## src/rtl/rbc_pkg.sv

```systemverilog
// Shared constants and types of the byte run-length compressor.
// No dependencies; the top level, rbc_win and rbc_emit refer to it by scoped names.
package rbc_pkg;

  localparam int MAX_LITERAL = 32;  // literal block limit, 1 .. 40
  localparam int MIN_RUN     = 4;   // equal bytes that open a run, 2 .. 6

  localparam int LIT_AW  = (MAX_LITERAL > 1) ? $clog2(MAX_LITERAL) : 1;
  localparam int LIT_CW  = $clog2(MAX_LITERAL + 1);
  localparam int WIN_AW  = $clog2(MIN_RUN);
  localparam int WIN_CW  = $clog2(MIN_RUN + 1);

  localparam logic [31:0] RUN_CAP = 32'hFFFF_FFFF;

  // Sequencer to output unit
  typedef struct packed {
    logic       push;   // queue one code byte
    logic       flush;  // close the item: send the held byte with burst end
    logic       last;   // flush marks the end of the stream
    logic [7:0] data;
  } emit_cmd_t;

  // Output unit to sequencer
  typedef struct packed {
    logic ok;       // push or flush is taken this cycle
    logic pend_v;   // a byte is held back
  } emit_sts_t;

  // Lookahead window to sequencer
  typedef struct packed {
    logic [7:0]        head;
    logic [WIN_CW-1:0] cnt;
    logic              is_run;
  } win_sts_t;

endpackage

```

## src/rtl/rle_byte_compressor.sv

```systemverilog
// Top level of the byte run-length compressor with literal blocks.
// Depends on rbc_pkg, rbc_win, rbc_emit and rbc_ram.
//
// Usage:
//   in_*  channel: one raw byte per item in in_tdata, in_tlast marks the last
//         byte of a stream. out_* channel: one compressed byte per item in
//         out_tdata; out_tuser[0] flags the last byte caused by an input item,
//         out_tlast flags the last compressed byte of the stream.
//   A run is sent as a 32-bit little-endian count and the byte; a literal block
//   as a zero word, a 32-bit little-endian count and the stored bytes.
//   Timing: a byte is taken in ST_IDLE, then a sequencer decides the window,
//   one decision per cycle, and sends each code byte through one shared output
//   unit at one byte a cycle while out_tready allows; each stored literal byte
//   first waits in ST_LIT_RD for the registered read of the literal RAM.
//   in_tready is low from the time a byte is taken until its item closes.
//   The newest code byte is held back one slot, so the output shows the first
//   byte one code byte later; the held byte leaves when the item closes.
//   Reset: window empty, no record open, output empty; no clearing pass.
//   Stall: while out_tready is low the sequencer holds on the pending byte.
module rle_byte_compressor (
  input  logic       clk,
  input  logic       rst_n,
  input  logic       in_tvalid,
  output logic       in_tready,
  input  logic [7:0] in_tdata,    // [7:0] raw_byte
  input  logic       in_tlast,    // final_byte
  output logic       out_tvalid,
  input  logic       out_tready,
  output logic [7:0] out_tdata,   // [7:0] code_byte
  output logic [0:0] out_tuser,   // [0] burst_end
  output logic       out_tlast    // stream_end
);

  localparam logic [2:0] ST_IDLE     = 3'd0;
  localparam logic [2:0] ST_STEP     = 3'd1;
  localparam logic [2:0] ST_RUN_CNT  = 3'd2;
  localparam logic [2:0] ST_RUN_VAL  = 3'd3;
  localparam logic [2:0] ST_LIT_ZERO = 3'd4;
  localparam logic [2:0] ST_LIT_CNT  = 3'd5;
  localparam logic [2:0] ST_LIT_RD   = 3'd6;
  localparam logic [2:0] ST_LIT_DATA = 3'd7;

  localparam logic [1:0] MODE_IDLE = 2'd0;
  localparam logic [1:0] MODE_LIT  = 2'd1;
  localparam logic [1:0] MODE_RUN  = 2'd2;

  logic [2:0]                 state_r, state_nxt;
  logic [1:0]                 mode_r, mode_nxt;
  logic [7:0]                 run_val_r, run_val_nxt;
  logic [31:0]                run_len_r, run_len_nxt;
  logic [rbc_pkg::LIT_CW-1:0] lit_cnt_r, lit_cnt_nxt;
  logic [rbc_pkg::LIT_CW-1:0] rd_k_r, rd_k_nxt;
  logic [1:0]                 bidx_r, bidx_nxt;
  logic                       fin_r, fin_nxt;

  rbc_pkg::win_sts_t          win_sts;
  rbc_pkg::emit_cmd_t         emit_cmd;
  rbc_pkg::emit_sts_t         emit_sts;
  logic                       win_push, win_pop, win_clear;
  logic                       ram_we;
  logic [7:0]                 ram_rdata;
  logic                       decide;
  logic [31:0]                cnt_word;

  assign in_tready = (state_r == ST_IDLE);
  assign win_push  = in_tvalid && in_tready;
  assign cnt_word  = {{(32 - rbc_pkg::LIT_CW){1'b0}}, lit_cnt_r};
  assign decide    = (win_sts.cnt == rbc_pkg::WIN_CW'(rbc_pkg::MIN_RUN)) ||
                     (fin_r && (win_sts.cnt != '0));

  always_comb begin
    state_nxt     = state_r;
    mode_nxt      = mode_r;
    run_val_nxt   = run_val_r;
    run_len_nxt   = run_len_r;
    lit_cnt_nxt   = lit_cnt_r;
    rd_k_nxt      = rd_k_r;
    bidx_nxt      = bidx_r;
    fin_nxt       = fin_r;
    win_pop       = 1'b0;
    win_clear     = 1'b0;
    ram_we        = 1'b0;
    emit_cmd      = '0;
    emit_cmd.last = fin_r;

    unique case (state_r)
      ST_IDLE: begin
        if (win_push) begin
          fin_nxt   = in_tlast;
          state_nxt = ST_STEP;
        end
      end

      ST_STEP: begin
        bidx_nxt = '0;
        if (decide) begin
          unique case (mode_r)
            MODE_RUN: begin
              if ((win_sts.head == run_val_r) && (run_len_r != rbc_pkg::RUN_CAP)) begin
                run_len_nxt = run_len_r + 32'd1;
                win_pop     = 1'b1;
              end else begin
                mode_nxt  = MODE_IDLE;
                state_nxt = ST_RUN_CNT;
              end
            end
            MODE_LIT: begin
              if ((lit_cnt_r >= rbc_pkg::LIT_CW'(rbc_pkg::MAX_LITERAL)) || win_sts.is_run) begin
                mode_nxt  = MODE_IDLE;
                state_nxt = ST_LIT_ZERO;
              end else begin
                ram_we      = 1'b1;
                lit_cnt_nxt = lit_cnt_r + rbc_pkg::LIT_CW'(1);
                win_pop     = 1'b1;
              end
            end
            default: begin
              if (win_sts.is_run) begin
                mode_nxt    = MODE_RUN;
                run_val_nxt = win_sts.head;
                run_len_nxt = 32'd1;
                win_pop     = 1'b1;
              end else begin
                mode_nxt    = MODE_LIT;
                lit_cnt_nxt = '0;
              end
            end
          endcase
        end else if (fin_r && (mode_r == MODE_RUN)) begin
          // stream end: send the open run
          mode_nxt  = MODE_IDLE;
          state_nxt = ST_RUN_CNT;
        end else if (fin_r && (mode_r == MODE_LIT)) begin
          mode_nxt  = MODE_IDLE;
          state_nxt = ST_LIT_ZERO;
        end else begin
          // close the item: release the held byte with its burst flag
          emit_cmd.flush = 1'b1;
          if (emit_sts.ok) begin
            if (fin_r) begin
              win_clear   = 1'b1;
              mode_nxt    = MODE_IDLE;
              run_len_nxt = '0;
              lit_cnt_nxt = '0;
            end
            state_nxt = ST_IDLE;
          end
        end
      end

      ST_RUN_CNT: begin
        emit_cmd.push = 1'b1;
        emit_cmd.data = run_len_r[{bidx_r, 3'b000} +: 8];
        if (emit_sts.ok) begin
          bidx_nxt = bidx_r + 2'd1;
          if (bidx_r == 2'd3) begin
            state_nxt = ST_RUN_VAL;
          end
        end
      end

      ST_RUN_VAL: begin
        emit_cmd.push = 1'b1;
        emit_cmd.data = run_val_r;
        if (emit_sts.ok) begin
          state_nxt = ST_STEP;
        end
      end

      ST_LIT_ZERO: begin
        emit_cmd.push = 1'b1;
        emit_cmd.data = 8'h00;
        if (emit_sts.ok) begin
          bidx_nxt = bidx_r + 2'd1;
          if (bidx_r == 2'd3) begin
            state_nxt = ST_LIT_CNT;
          end
        end
      end

      ST_LIT_CNT: begin
        emit_cmd.push = 1'b1;
        emit_cmd.data = cnt_word[{bidx_r, 3'b000} +: 8];
        if (emit_sts.ok) begin
          bidx_nxt = bidx_r + 2'd1;
          rd_k_nxt = '0;
          if (bidx_r == 2'd3) begin
            state_nxt = (lit_cnt_r == '0) ? ST_STEP : ST_LIT_RD;
          end
        end
      end

      ST_LIT_RD: begin
        // wait for the registered read of entry rd_k_r
        state_nxt = ST_LIT_DATA;
      end

      ST_LIT_DATA: begin
        emit_cmd.push = 1'b1;
        emit_cmd.data = ram_rdata;
        if (emit_sts.ok) begin
          if ((rd_k_r + rbc_pkg::LIT_CW'(1)) == lit_cnt_r) begin
            state_nxt = ST_STEP;
          end else begin
            rd_k_nxt  = rd_k_r + rbc_pkg::LIT_CW'(1);
            state_nxt = ST_LIT_RD;
          end
        end
      end

      default: begin
        state_nxt = ST_IDLE;
      end
    endcase
  end

  always_ff @(posedge clk) begin
    if (!rst_n) begin
      state_r   <= ST_IDLE;
      mode_r    <= MODE_IDLE;
      run_len_r <= '0;
      lit_cnt_r <= '0;
      rd_k_r    <= '0;
      bidx_r    <= '0;
      fin_r     <= 1'b0;
    end else begin
      state_r   <= state_nxt;
      mode_r    <= mode_nxt;
      run_len_r <= run_len_nxt;
      lit_cnt_r <= lit_cnt_nxt;
      rd_k_r    <= rd_k_nxt;
      bidx_r    <= bidx_nxt;
      fin_r     <= fin_nxt;
    end
  end

  always_ff @(posedge clk) begin
    run_val_r <= run_val_nxt;
  end

  rbc_win u_win (
    .clk       (clk),
    .rst_n     (rst_n),
    .push      (win_push),
    .push_byte (in_tdata),
    .pop       (win_pop),
    .clear     (win_clear),
    .sts       (win_sts)
  );

  rbc_ram #(
    .WIDTH (8),
    .DEPTH (rbc_pkg::MAX_LITERAL)
  ) u_lit_ram (
    .clk   (clk),
    .we    (ram_we),
    .waddr (lit_cnt_r[rbc_pkg::LIT_AW-1:0]),
    .wdata (win_sts.head),
    .raddr (rd_k_r[rbc_pkg::LIT_AW-1:0]),
    .rdata (ram_rdata)
  );

  rbc_emit u_emit (
    .clk        (clk),
    .rst_n      (rst_n),
    .cmd        (emit_cmd),
    .sts        (emit_sts),
    .out_tvalid (out_tvalid),
    .out_tready (out_tready),
    .out_tdata  (out_tdata),
    .out_tuser  (out_tuser),
    .out_tlast  (out_tlast)
  );

  // No byte is held back while waiting for the next input item.
  a_idle_no_pend: assert property (@(posedge clk) disable iff (!rst_n)
    (state_r == ST_IDLE) |-> !emit_sts.pend_v)
    else $error("held code byte left over at idle");

  // The window always has room for the next byte when input is open.
  a_idle_win_room: assert property (@(posedge clk) disable iff (!rst_n)
    (state_r == ST_IDLE) |-> (win_sts.cnt < rbc_pkg::WIN_CW'(rbc_pkg::MIN_RUN)))
    else $error("lookahead window full at idle");

  // The literal block never grows beyond its limit.
  a_lit_limit: assert property (@(posedge clk) disable iff (!rst_n)
    lit_cnt_r <= rbc_pkg::LIT_CW'(rbc_pkg::MAX_LITERAL))
    else $error("literal count beyond limit");

  // A stream end clears the window and closes every record.
  a_stream_end_clear: assert property (@(posedge clk) disable iff (!rst_n)
    (win_clear && state_r == ST_STEP) |=> (win_sts.cnt == '0) && (mode_r == MODE_IDLE))
    else $error("state not cleared after stream end");

  // A literal send reads only entries that were written for the open block.
  a_read_in_block: assert property (@(posedge clk) disable iff (!rst_n)
    (state_r == ST_LIT_RD) |-> (rd_k_r < lit_cnt_r))
    else $error("literal read beyond the open block");

endmodule

```

## src/rtl/rbc_ram.sv

```systemverilog
// Generic single-write, single-read RAM with registered read data.
// No dependencies.
module rbc_ram #(
  parameter int WIDTH = 8,
  parameter int DEPTH = 32,
  localparam int AW   = (DEPTH > 1) ? $clog2(DEPTH) : 1
) (
  input  logic             clk,
  input  logic             we,
  input  logic [AW-1:0]    waddr,
  input  logic [WIDTH-1:0] wdata,
  input  logic [AW-1:0]    raddr,
  output logic [WIDTH-1:0] rdata
);

  logic [WIDTH-1:0] mem [DEPTH];
  logic [WIDTH-1:0] rdata_r;

  always_ff @(posedge clk) begin
    if (we) begin
      mem[waddr] <= wdata;
    end
    rdata_r <= mem[raddr];
  end

  assign rdata = rdata_r;

endmodule

```

## src/rtl/rbc_win.sv

```systemverilog
// Lookahead window of undecided bytes: push at the tail, pop at the head.
// Depends on rbc_pkg.
module rbc_win (
  input  logic              clk,
  input  logic              rst_n,
  input  logic              push,
  input  logic [7:0]        push_byte,
  input  logic              pop,
  input  logic              clear,
  output rbc_pkg::win_sts_t sts
);

  logic [7:0]                 win_r   [rbc_pkg::MIN_RUN];
  logic [7:0]                 win_nxt [rbc_pkg::MIN_RUN];
  logic [rbc_pkg::WIN_CW-1:0] cnt_r, cnt_nxt;
  logic                       all_eq;

  always_comb begin
    for (int k = 0; k < rbc_pkg::MIN_RUN; k++) begin
      win_nxt[k] = win_r[k];
    end
    cnt_nxt = cnt_r;
    if (clear) begin
      cnt_nxt = '0;
    end else if (push) begin
      win_nxt[cnt_r[rbc_pkg::WIN_AW-1:0]] = push_byte;
      cnt_nxt = cnt_r + rbc_pkg::WIN_CW'(1);
    end else if (pop) begin
      // shift toward the head
      for (int k = 0; k < rbc_pkg::MIN_RUN - 1; k++) begin
        win_nxt[k] = win_r[k + 1];
      end
      cnt_nxt = cnt_r - rbc_pkg::WIN_CW'(1);
    end
  end

  always_ff @(posedge clk) begin
    if (!rst_n) begin
      cnt_r <= '0;
    end else begin
      cnt_r <= cnt_nxt;
    end
  end

  always_ff @(posedge clk) begin
    for (int k = 0; k < rbc_pkg::MIN_RUN; k++) begin
      win_r[k] <= win_nxt[k];
    end
  end

  always_comb begin
    all_eq = 1'b1;
    for (int k = 1; k < rbc_pkg::MIN_RUN; k++) begin
      if (win_r[k] != win_r[0]) begin
        all_eq = 1'b0;
      end
    end
  end

  assign sts.head   = win_r[0];
  assign sts.cnt    = cnt_r;
  assign sts.is_run = (cnt_r == rbc_pkg::WIN_CW'(rbc_pkg::MIN_RUN)) && all_eq;

endmodule

```

## src/rtl/rbc_emit.sv

```systemverilog
// Shared output unit: holds the newest code byte back one slot so that the
// last byte of an item can carry its burst flag, then drives the out channel.
// Depends on rbc_pkg.
module rbc_emit (
  input  logic               clk,
  input  logic               rst_n,
  input  rbc_pkg::emit_cmd_t cmd,
  output rbc_pkg::emit_sts_t sts,
  output logic               out_tvalid,
  input  logic               out_tready,
  output logic [7:0]         out_tdata,   // [7:0] code_byte
  output logic [0:0]         out_tuser,   // [0] burst_end
  output logic               out_tlast    // stream_end
);

  logic       pend_v_r, pend_v_nxt;
  logic [7:0] pend_b_r, pend_b_nxt;
  logic       out_v_r, out_v_nxt;
  logic [7:0] out_b_r, out_b_nxt;
  logic       out_be_r, out_be_nxt;
  logic       out_se_r, out_se_nxt;
  logic       out_free;
  logic       ok;

  always_comb begin
    out_free   = !out_v_r || out_tready;
    ok         = !pend_v_r || out_free;
    pend_v_nxt = pend_v_r;
    pend_b_nxt = pend_b_r;
    out_v_nxt  = out_v_r && !out_tready;
    out_b_nxt  = out_b_r;
    out_be_nxt = out_be_r;
    out_se_nxt = out_se_r;
    if (cmd.push && ok) begin
      if (pend_v_r) begin
        out_v_nxt  = 1'b1;
        out_b_nxt  = pend_b_r;
        out_be_nxt = 1'b0;
        out_se_nxt = 1'b0;
      end
      pend_v_nxt = 1'b1;
      pend_b_nxt = cmd.data;
    end else if (cmd.flush && ok && pend_v_r) begin
      out_v_nxt  = 1'b1;
      out_b_nxt  = pend_b_r;
      out_be_nxt = 1'b1;
      out_se_nxt = cmd.last;
      pend_v_nxt = 1'b0;
    end
  end

  always_ff @(posedge clk) begin
    if (!rst_n) begin
      pend_v_r <= 1'b0;
      out_v_r  <= 1'b0;
    end else begin
      pend_v_r <= pend_v_nxt;
      out_v_r  <= out_v_nxt;
    end
  end

  always_ff @(posedge clk) begin
    pend_b_r <= pend_b_nxt;
    out_b_r  <= out_b_nxt;
    out_be_r <= out_be_nxt;
    out_se_r <= out_se_nxt;
  end

  assign sts.ok     = ok;
  assign sts.pend_v = pend_v_r;
  assign out_tvalid = out_v_r;
  assign out_tdata  = out_b_r;
  assign out_tuser  = out_be_r;
  assign out_tlast  = out_se_r;

endmodule
```

## config.mk

```make
export PLATFORM = sky130hd
export DESIGN_NAME = rle_byte_compressor
export DESIGN_NICKNAME = d
export VERILOG_FILES = /design/src/rtl/rbc_pkg.sv /design/src/rtl/rle_byte_compressor.sv /design/src/rtl/rbc_ram.sv /design/src/rtl/rbc_win.sv /design/src/rtl/rbc_emit.sv
export SDC_FILE = /design/constraint.sdc
export NUM_CORES = 1
export LEC_CHECK = 0
export BUFFER_PORTS_ARGS = -buffer_cell sky130_fd_sc_hd__buf_4
export CAP_MARGIN = 5
export CORE_MARGIN = 10
export CORE_UTILIZATION = 50
export DETAILED_ROUTE_END_ITERATION = 16
export HOLD_SLACK_MARGIN = 0.1
export PLACE_DENSITY_LB_ADDON = 0.08
export SYNTH_ARGS = -nofsm -noshare
export SYNTH_HDL_FRONTEND = slang
export SYNTH_SLANG_ARGS = --single-unit
```

## constraint.sdc

```tcl
create_clock -name clk -period 4 [get_ports clk]
set_clock_uncertainty 0.2 [all_clocks]
set_input_delay 0.6 -clock clk [delete_from_list [all_inputs] [get_ports clk]]
set_output_delay 0.6 -clock clk [all_outputs]
set_load 0.1 [all_outputs]
```

# Word-level counts from Yosys, hierarchy flattened
# Memory sizes are Yosys's and may differ from the RTL's. A register that Yosys moved wholly into a read port is not among the register bits.
# Index checks and enable logic that the tools add are counted.
dict set report word_totals {
  reg_bits 83
  mem_bits_rw 288
  in_bits 13
  out_inout_bits 12
  wordCells 214
  n_memories 2
}
dict set report classes {
  addsub 6
  n_lt_le_gt_ge 3
  eq_ne 43
  shifts 2
  muxes 98
  n_bitwise 3
  n_reduce_logical 42
}
# memory words width rd rd_ports_with_merged_regs wr line
set mem_list {}
lappend mem_list {u_lit_ram.mem 32 8 1 1 1 rbc_ram.sv:16} ;# logic [WIDTH-1:0] mem [DEPTH];
lappend mem_list {u_win.win_r 4 8 4 0 4 rbc_win.sv:13} ;# logic [7:0] win_r [rbc_pkg::MIN_RUN];
# op n
set op_table {}
lappend op_table {{32-bit 2-to-1 mux} 8}
lappend op_table {{32-bit one-hot mux with 2 select lines} 1}
lappend op_table {{32-bit by 6-bit indexed part select with 8-bit output} 2}
lappend op_table {{6-bit 2-to-1 mux} 10}
lappend op_table {{3-bit 2-to-1 mux} 19}
lappend op_table {{24-bit 2-to-1 mux} 2}
lappend op_table {{8-bit 2-to-1 mux} 5}
lappend op_table {{1-bit 2-to-1 mux} 34}
lappend op_table {{32-bit by 1-bit adder with 32-bit output, second input constant} 1}
lappend op_table {{32-bit bitwise mux} 1}
lappend op_table {{32-bit != test, second input constant} 1}
lappend op_table {{8-bit one-hot mux with 4 select lines} 1}
lappend op_table {{8-bit != test} 3}
lappend op_table {{3-bit one-hot mux with 8 select lines} 1}
lappend op_table {{6-bit one-hot mux with 2 select lines} 2}
lappend op_table {{2-bit 2-to-1 mux} 9}
lappend op_table {{8-bit demux with 2-bit select} 1}
lappend op_table {{2-bit by 1-bit != test with 1-bit output, second input constant} 8}
lappend op_table {{2-bit != test, second input constant} 8}
lappend op_table {{8-bit AND reduction} 2}
lappend op_table {{3-bit == test, second input constant} 5}
lappend op_table {{13-bit AND reduction} 1}
lappend op_table {{6-bit by 1-bit adder with 6-bit output, second input constant} 2}
lappend op_table {{3-bit != test, second input constant} 4}
lappend op_table {{other kinds (34)} 66}

# Depth between registers and ports, before layout
# Gate-level depths: netlist of the first run.
# An unclocked memory read counts as a cell.
dict set report logic_depth {
  word_depth 14
  depth_mapped 13
  depth_no_buf 10
}

# Modules after synthesis
# From an unflattened synthesis of the first run, not the netlist that was laid out.
dict set report hier_totals {
  hier_cells 1069
  area_unflattened_um2 16448.3
}
# module instances cells_each area_per_inst_um2 seq_area_each_um2
set modules_own_cells {}
lappend modules_own_cells {rbc_ram 1 417 10053.4 7847.5}
lappend modules_own_cells {rle_byte_compressor 1 488 4036.4 1281.2}
lappend modules_own_cells {rbc_win 1 131 1685.4 1021.0}
lappend modules_own_cells {rbc_emit 1 33 673.1 580.6}

# Worst setup path after synthesis of the first run
# Ideal clock, no wire load.
dict set report synth_path {
  kind {flip-flop to flip-flop}
  startpoint {register, netlist name state_r[2]}
  endpoint {memory u_win.win_r[0][0], enable pin}
  setup_ps 384
  arrival_time_ps 3984
  required_ps 3416
  slack_ps -568
  path_stages_with_launch 7
  n_path_buf 2
  period_less_slack_ps 4568
  cell_sequence {dfxtp_1 clkbuf_1 nor3_1 and2_0 inv_1 clkbuf_1 o21ai_0}
}
# item line
set synth_rtl {}
lappend synth_rtl {{to (decl)} rbc_win.sv:13}

==> impl_metrics.ini, run 1 <==
[run_status]
status = finished clean

[worst_setup_path]
critPathCaptureType = register
required_ns = 4.02
critical_path_class = reg -> reg
crit_path_start_kind = register
cp.arrival_ns = 3.48
path_max_fanout = 8

[sta]
rsz0062_at_grt = no
finalSetupViolations = 0
post-route-min-period_ns = 3.47
finalCritPeriodShare = 0.867
relSlewSlack = 0.401
worst_pin_slew_ns = 0.897
drv_slew = 0
fin_hold_ws_ns = 0.204
fmax_mhz = 288
finalSetupTns_ns = 0
hold_viol = 0

[pwr]
power_density_mw_per_mm2 = 569
ir_worst_vdd_mv = 0.406
power_mw = 10.5
p_leak_nw = 5.96

[routing]
vias_per_cell = 5.93
wl_um = 37800
vias = 9490
wire_per_inst_um = 23.6
drc = 0
top_layer = met4
dr.pass1.iters = 6
wl_met3_um = 2220
wl_met2_um = 17600
ant_nets = 0
drt-met1-wl_um = 17300
drt_iter0_markers = 751

[yosys]
ys.flop_type = edfxtp_1
synth_cells = 1083
netlist_area_sq_mm = 0.0163
synth_nets = 1106
syn_area_per_cell_sq_um = 15.0
synth-compound-area-share = 0.0521
synth.area.mux_share = 0.130
ys_types = 71
synth_top_family_by_area = multiplexers
async_reset_ff_frac = 0
synth_warnings = 0
synth-xor-area-share = 0.0296
synth_edf_count = 314
synth-seq-cells = 379
synth_fa_ha_area_frac = 0.00875
yosysSeqAreaShare = 0.659
synth-simple-area-share = 0.101

[placed_design]
gp_congestion = 0.816
hpwl_um = 24400
io_buffers = 24

[floorplanning]
start_util = 0.503
die_h_um = 201
pin_count = 25
core_area_sq_mm = 0.0324
rows = 66
die_w_um = 201
dieArea_sq_mm = 0.0402

[global_routing]
antenna_found_initial = 0
grt_pass1_wl_um = 58300
grt_pass1_vias = 9332
grt_max_degree = 37
grt_util_all_layers = 0.187
gr-total-overflow = 0

[clock_tree]
htreeDepth = 2
cts_buffers = 41
cts_tree = yes
cts_root_buf = clkbuf_16
cts.sinks = 379
cts.path.max_buffers = 3
insertion_delay_ns = 0.54
path_clk_slew_ns = 0.06

[layout]
nNetsFinal = 1153
layout-area-overhead-vs-synth_pct = 12.8
layout-drive-gt1-share = 0.208
n_fill_cell = 2638
diodes = 0

[run]
cap_violations = 0

[min_path]
hold_path_class = in -> reg
-- critical path, cell delays in order (launching register included) --
cell      delay (ns)
edfxtp_1        0.46
xor2_1          0.20
a2111o_1        0.43
nor4_4          0.41
nand2_1         0.23
and4_1          0.35
nand2_1         0.52
nor2_1          0.35
-- what timing repair did --
action | in CTS | in global routing
endpoints found under the setup margin | 0 | 0
hold endpoints to repair | 9 | 0
hold buffers | 9 | 0
buffers inserted | 0 | 0
gates resized for setup | 0 | 0
-- cells by family after synthesis --
kind of cell	Yosys count
AOI/OAI and AO/OA	125
xor gates and xnor gates	55
adders and majority gates	11
buffers and inverters	78
DFF	379
muxes	101
and+or+nand+nor	334
-- cell type report --
| type | instances | area, sq um | share of cell area |
|---|---|---|---|
| Timing Repair Buffer | 63 | 495 | 0.0270 |
| Inverter | 19 | 71.3 | 0.00388 |
| Sequential cell | 379 | 10700 | 0.584 |
| Tap cell | 442 | 553 | 0.0301 |
| Clock inverter | 23 | 223 | 0.0121 |
| Multi-Input combinational cell | 626 | 5240 | 0.285 |
| Clock buffer | 48 | 1060 | 0.0578 |
-- path summary, 6_finish.rpt --
kind	from	to	slack [ns]	depth (start not counted)
max	u_win.win_r[0][6]	u_lit_ram.mem[25][6]	0.53	7
min	out_tready	u_emit.out_tvalid	0.20	4
max reg2reg	u_win.win_r[0][6]	u_lit_ram.mem[25][6]	0.53	7
min reg2reg	u_emit.pend_b_r[7]	u_emit.out_tdata[7]	0.22	0
-- cell usage in the layout (no fill, tap or decap), types with 11 or more instances in the layout --
cell and instances:
mux4_2 88, and3_1 15, clkbuf_16 41, nand3_1 65, o21ai_0 33, nor3_1 12, nand2_1 82, a21oi_1 32
xnor2_1 11, xor2_1 44, dfxtp_1 63, nor2_1 93, buf_4 54, edfxtp_1 314, a31oi_1 12, inv_1 18
nand4_1 16
-- stage by stage --
stage / cells / area, sq um / setup slack (ns) / utilization
after floorplan: 1083 / 16300 / 0.364 / -
after global placement: 1519 / 17000 / 0.612 / 0.525
after detailed placement: 1519 / 17000 / 0.525 / 0.525
after CTS: 1599 / 18400 / 0.507 / 0.568
after global routing: 1600 / 18400 / 0.358 / 0.568
final: 1600 / 18400 / 0.533 / 0.568
-- power breakdown --
part	switching, mW	leakage, nW	internal (mW)
combinational	1.39	1.97	0.494
sequential	0.163	3.36	4.78
clock	1.53	0.627	2.10
total	3.08	5.96	7.38
-- cell usage after synthesis (all sizes together) (3+ instances only) --
library cell / instances / share of area
buf: 17 / 0.0060
and4: 4 / 0.0022
nor3: 16 / 0.0066
nand3b: 5 / 0.0023
ha: 9 / 0.0069
inv: 18 / 0.0041
mux2: 8 / 0.0055
a21oi: 32 / 0.0098
and3: 20 / 0.0083
nor3b: 3 / 0.0021
a211oi: 9 / 0.0048
nand4: 16 / 0.0061
a21o: 3 / 0.0014
xnor2: 11 / 0.0059
o22ai: 6 / 0.0023
clkbuf: 42 / 0.0097
and2: 4 / 0.0015
a311oi: 3 / 0.0016
dfxtp: 65 / 0.080
nand3: 65 / 0.020
a31oi: 13 / 0.0059
mux2i: 5 / 0.0031
nand2b: 4 / 0.0015
mux4: 88 / 0.12
nor4: 4 / 0.0025
edfxtp: 314 / 0.58
nand2: 82 / 0.019
xor2: 44 / 0.024
nor2b: 7 / 0.0027
o21ai: 35 / 0.011
a22oi: 5 / 0.0023
nor2: 96 / 0.023
-- per-layer routing --
metal / vias up / GRT usage
met3: 53 / 0.0300
met1: 4861 / 0.275
li1: 4298 / -
met5: - / 0
met2: 278 / 0.286
met4: 0 / 0.0419
-- registers in the layout, summed over array words and instances, names as in the netlist --
register,flops
u_emit.pend_b_r,8
u_lit_ram.mem,256
u_emit.out_tuser,1
bidx_r,2
state_r,3
u_emit.out_tvalid,1
u_lit_ram.rdata,8
rd_k_r,6
u_emit.pend_v_r,1
lit_cnt_r,6
mode_r,2
run_val_r,8
fin_r,1
run_len_r,32
u_win.win_r,32
u_emit.out_tdata,8
u_win.cnt_r,3
u_emit.out_tlast,1
Note: power is estimated with default switching activity, not from simulation.
==> run 2, diff against run 1 <==
--- a/config.mk
+++ b/config.mk
@@ -5,11 +5,11 @@
 export SDC_FILE = /design/constraint.sdc
 export NUM_CORES = 1
 export LEC_CHECK = 0
-export BUFFER_PORTS_ARGS = -buffer_cell sky130_fd_sc_hd__buf_4
 export CAP_MARGIN = 5
 export CORE_MARGIN = 10
 export CORE_UTILIZATION = 50
 export DETAILED_ROUTE_END_ITERATION = 16
+export DONT_BUFFER_PORTS = 1
 export HOLD_SLACK_MARGIN = 0.1
 export PLACE_DENSITY_LB_ADDON = 0.08
 export SYNTH_ARGS = -nofsm -noshare
==> run 2 against run 1 <==
  * Critical path depth increased by 1
  * Sequential share of layout area increased by 0.30 points
  * Worst hold slack improved by 0.012 ns
  * Via count shrank 0.65%
  * Setup slack got worse by 0.014 ns
  * Global-route usage about the same
  * Combinational power is 12% lower
  * Wire length is 0.40% higher
==> impl_metrics.ini, run 2 (synthesis gave the netlist of run 1 again) <==
[routing]
vias = 9428
drc = 0
ant_nets = 0
drt_iter0_markers = 725
vias_per_cell = 5.97
wl_um = 37900
wire_per_inst_um = 24.0
dr.pass1.iters = 5

[pwr]
p_leak_nw = 5.88
clkPwrFrac = 0.359
p_sw_mw = 3.05
power_mw = 10.5
p_seq_frac = 0.484
combPwrFrac = 0.158
power.internal_mw = 7.50
swShare = 0.289
ir_worst_vdd_mv = 0.408
power_density_mw_per_mm2 = 577

[sta]
rsz0062_at_grt = no
post-route-min-period_ns = 3.48
layout_setup_ws_ns = 0.520
relSlewSlack = 0.229
worst_pin_slew_ns = 1.14
finalSetupViolations = 0
finalCritPeriodShare = 0.870
finalSetupTns_ns = 0
hold_viol = 0
fmax_mhz = 287
drv_slew = 0

[worst_setup_path]
rrSetupSlack_ns = 0.52
timing.rr.start = u_win.win_r[0][3]
startpoint = u_win.win_r[0][3]
crit_family = simple AND/OR/NAND/NOR gates
cp.arrival_ns = 3.44
critPathMaxStageDelay_ns = 0.71
crit_path_start_kind = register
r2r.worst_path.cells = 8
critPathCaptureType = register
path_cells = buf_4 -> nor4_1 -> a21oi_1 -> a211oi_2 -> nand2_1 -> and4_1 -> nand2_1 -> nor2_1
required_ns = 3.96
cp_num_buf_inv = 1
path_depth = 8
crit_end = u_lit_ram.mem[22][7]
rr_endpoint = u_lit_ram.mem[22][7]
path_max_fanout = 36
critPathSlowestCell = nor2_1
critical_path_class = reg -> reg
crit_top_cell = nand2_1

[global_routing]
grt_max_degree = 70
antenna_found_initial = 0
grt_util_all_layers = 0.187
grt_pass1_wl_um = 58400
grt_pass1_vias = 9397
gr-total-overflow = 0

[layout]
stdcell_area_sq_mm = 0.0183
n_fill_cell = 2631
top_register = u_lit_ram.mem
final_common_cell = edfxtp_1
reg.largest.list = u_lit_ram.mem x256, run_len_r x32, u_win.win_r x32
layout-drive-gt1-share = 0.190
largest_register_ffs = 256
nNetsFinal = 1128
layout-area-overhead-vs-synth_pct = 12.2
stdcell_count = 1578
diodes = 0
mostFrequentLayoutCells = 314 x edfxtp_1, 93 x nor2_1, 88 x mux4_2

[clock_tree]
cts_buffers = 41
cts_tree = yes
path_clk_slew_ns = 0.06
cts-resized-gates = 0
cts.sinks = 379
cts.path.max_buffers = 3
cts_root_buf = clkbuf_16
htreeDepth = 2
insertion_delay_ns = 0.54

[floorplanning]
die_h_um = 201
start_util = 0.503
pin_count = 25
die_w_um = 201
rows = 66
dieArea_sq_mm = 0.0402
core_area_sq_mm = 0.0324

[placed_design]
hpwl_um = 24300
gp_congestion = 0.839
dpl_cell_area_sq_mm = 0.0168
io_buffers = 0
place_inst = 1493
post-place-ws_ns = 0.483

[run]
cap_violations = 0

[run_status]
status = finished clean

[min_path]
hold_path_class = in -> reg
-- run 2: routing by layer --
metal  vias to the layer above  track usage  wire (um)  share of wire
met5                         -            0          0              0
met2                       335        0.282      17200           0.45
met4                         0       0.0527        759          0.020
met1                      4800        0.270      17200           0.45
met3                        58       0.0366       2730          0.072
li1                       4235            -          -              -
-- run 2: layout make-up --
| class | instances | area, sq um | share of cell area |
|---|---|---|---|
| flip-flops and latches | 379 | 10700 | 0.587 |
| multi-input cells | 626 | 5250 | 0.287 |
| clock buffers | 58 | 1140 | 0.0623 |
| well taps | 442 | 553 | 0.0302 |
| repair buffers | 38 | 325 | 0.0178 |
| clock inverters | 16 | 209 | 0.0114 |
| inverters | 19 | 71.3 | 0.00390 |
-- run 2: what timing repair did --
| item | 4_1_cts | 5_1_grt |
|---|---|---|
| buffers inserted | 0 | 0 |
| hold endpoints to repair | 43 | 0 |
| hold buffers | 11 | 0 |
-- run 2: power by group through the flow --
stage / clock network (mW) / logic, mW / registers [mW]
2_1_floorplan: 0 / 0.950 / 5.27
3_3_place_gp: 0 / 1.65 / 5.18
3_5_place_dp: 0 / 1.67 / 5.19
4_1_cts: 3.85 / 1.69 / 5.10
5_1_grt: 4.02 / 1.84 / 5.13
6_report: 3.78 / 1.66 / 5.10
-- run 2: worst min-delay path by stage --
stage	start	to	slack (ns)	cells after the start
final	rst_n	lit_cnt_r[2]	0.22	2
after global routing	rst_n	lit_cnt_r[2]	0.24	2
after CTS	rst_n	lit_cnt_r[0]	0.20	2
after detailed placement	u_emit.pend_b_r[5]	u_emit.out_tdata[5]	0.20	0
after global placement	u_emit.pend_b_r[5]	u_emit.out_tdata[5]	0.21	0
after floorplan	u_emit.pend_b_r[0]	u_emit.out_tdata[0]	0.20	0
-- run 2: per-stage QoR --
| stage | hold slack [ns] | util |
|---|---|---|
| after floorplan | 0.200 | - |
| after global placement | 0.207 | 0.520 |
| after detailed placement | 0.205 | 0.520 |
| after CTS | 0.201 | 0.565 |
| after global routing | 0.237 | 0.565 |
| final | 0.216 | 0.565 |
-- run 2: worst reg2reg max path, stage by stage, from the launching register on --
cell	delay [ns]
edfxtp_1	0.35
buf_4	0.39
nor4_1	0.12
a21oi_1	0.18
a211oi_2	0.09
nand2_1	0.20
and4_1	0.39
nand2_1	0.46
nor2_1	0.71
==> run 3, diff against run 2 <==
--- a/config.mk
+++ b/config.mk
@@ -8,8 +8,10 @@
 export CAP_MARGIN = 5
 export CORE_MARGIN = 10
 export CORE_UTILIZATION = 50
+export CTS_CLUSTER_DIAMETER = 60
 export DETAILED_ROUTE_END_ITERATION = 16
 export DONT_BUFFER_PORTS = 1
+export GPL_TIMING_DRIVEN = 0
 export HOLD_SLACK_MARGIN = 0.1
 export PLACE_DENSITY_LB_ADDON = 0.08
 export SYNTH_ARGS = -nofsm -noshare
==> constraint.sdc (replaced) <==
create_clock -name clk -period 3.1 [get_ports clk]
set_clock_uncertainty 0.2 [all_clocks]
set_input_delay 0.465 -clock clk [delete_from_list [all_inputs] [get_ports clk]]
set_output_delay 0.465 -clock clk [all_outputs]
set_load 0.1 [all_outputs]
==> run 3 against run 2 <==
  * Cell count up 4.8%
  * Cell area grew 5.2%
  * Sequential power is 29% higher
  * Sequential share of layout area shrank 2.9 points
  * Global-route usage increased by 1.3 points
  * Sequential cell count unchanged
  * Worst hold slack lost 0.017 ns
  * Clock-buffer cell count down 7
  * Non-clock buffer count rose by 75
  * Critical path type unchanged
  * Critical endpoint is now run_len_r[13]
  * Largest power group unchanged
==> impl_metrics.ini, run 3 (synthesis gave the netlist of run 1 again) <==
[global_routing]
gr-total-overflow = 0
grt_pass1_vias = 9701
grt_util_all_layers = 0.200
grt_max_degree = 30
antenna_found_initial = 1
grt_pass1_wl_um = 61300

[clock_tree]
cts_root_buf = clkbuf_16
cts.path.max_buffers = 3
cts_buffers = 42
insertion_delay_ns = 0.55
cts_tree = yes
htreeDepth = 2
cts.sinks = 379
path_clk_slew_ns = 0.06

[worst_setup_path]
required_ns = 3.32
critPathCaptureType = register
r2r.worst_path.cells = 10
crit_path_start_kind = register
cp.arrival_ns = 3.30
path_max_fanout = 3
critical_path_class = reg -> reg

[sta]
post-route-min-period_ns = 3.07
relSlewSlack = 0.258
fin_hold_ws_ns = 0.199
finalSetupViolations = 0
worst_pin_slew_ns = 1.11
rsz0062_at_grt = yes
hold_viol = 0
drv_slew = 0
fmax_mhz = 326
finalCritPeriodShare = 0.991

[floorplanning]
dieArea_sq_mm = 0.0402
pin_count = 25
rows = 66
start_util = 0.503
die_h_um = 201
core_area_sq_mm = 0.0324
die_w_um = 201

[layout]
n_fill_cell = 2505
largest_register_ffs = 256
reg.largest.list = u_lit_ram.mem x256, run_len_r x32, u_win.win_r x32
mostFrequentLayoutCells = 314 x edfxtp_1, 88 x mux4_2, 75 x nand2_1
nNetsFinal = 1204
layout-area-overhead-vs-synth_pct = 18.0
top_register = u_lit_ram.mem
final_util = 0.594
stdcell_area_sq_mm = 0.0192
layout-drive-gt1-share = 0.253
final_common_cell = edfxtp_1
diodes = 0

[placed_design]
hpwl_um = 25200
io_buffers = 0
dpl_cell_area_sq_mm = 0.0170
gp_congestion = 0.852

[run_status]
status = finished clean

[run]
cap_violations = 0

[pwr]
ir_worst_vdd_mv = 0.514
power_density_mw_per_mm2 = 731
p_leak_nw = 6.16

[routing]
dr.pass1.iters = 5
wl_um = 40300
ant_nets = 0
drt_iter0_markers = 995
wire_per_inst_um = 24.4
vias = 9828
drc = 0
vias_per_cell = 5.94

[min_path]
hold_path_class = in -> reg
hold_depth = 4
==> run 3: final cells by class <==
type / count / area (sq um) / area share
Buffer: 58 / 297 / 0.0154
Clock buffer: 51 / 1120 / 0.0580
Clock inverter: 24 / 200 / 0.0104
Inverter: 19 / 71.3 / 0.00371
Multi-Input combinational cell: 626 / 5680 / 0.295
Sequential cell: 379 / 10700 / 0.558
Tap cell: 442 / 553 / 0.0288
Timing Repair Buffer: 55 / 582 / 0.0302
==> run 3: what timing repair did <==
item / in CTS / in global routing
cloned: 0 / 1
gates resized for setup: 110 / 34
setup endpoints to repair: 358 / 331
pin swaps: 8 / 12
hold endpoints to repair: 34 / 0
hold buffers: 10 / 0
buffers inserted: 33 / 7
==> run 3: path summary, 6_finish.rpt <==
path,startpoint,slack (ns),endpoint
max,u_win.win_r[0][6],0.03,run_len_r[13]
min reg2reg,u_emit.pend_b_r[3],0.22,u_emit.out_tdata[3]
max reg2reg,u_win.win_r[0][6],0.03,run_len_r[13]
min,in_tvalid,0.20,u_win.cnt_r[0]
==> run 3: layer usage <==
layer / up-vias / wire length, um / part of all wire / GRT usage
li1: 4409 / - / - / -
met1: 4984 / 17800 / 0.44 / 0.291
met2: 369 / 18000 / 0.45 / 0.294
met3: 66 / 3330 / 0.083 / 0.0423
met4: 0 / 1160 / 0.029 / 0.0657
met5: - / 0 / 0 / 0
==> run 3: worst max-delay path: stages, from the launching register on <==
cell	delay, ns
edfxtp_1	0.45
xor2_1	0.19
a2111o_1	0.43
nor4_4	0.49
a31oi_4	0.19
buf_6	0.17
a211oi_4	0.31
buf_4	0.16
nand3_1	0.08
xnor2_1	0.13
nor2b_1	0.13
==> run 3: through the flow <==
stage | setup slack (ns) | setup TNS (ns) | instances | total power, mW
finish | 0.0279 | 0 | 1654 | 14.1
global route | -0.0792 | -0.574 | 1654 | 14.6
CTS | 0.0000342 | 0 | 1646 | 14.0
detailed placement | -1.33 | -394.26 | 1529 | 8.88
global placement | -1.34 | -407.57 | 1525 | 8.74
floorplan | -0.0331 | -0.530 | 1083 | 8.05
==> run 3: power breakdown <==
part | leakage, nW | internal [mW] | switching (mW) | total, mW
logic | 2.16 | 0.895 | 1.86 | 2.76
registers | 3.36 | 6.17 | 0.384 | 6.56
clock network | 0.636 | 2.74 | 2.00 | 4.74
total | 6.16 | 9.81 | 4.25 | 14.1
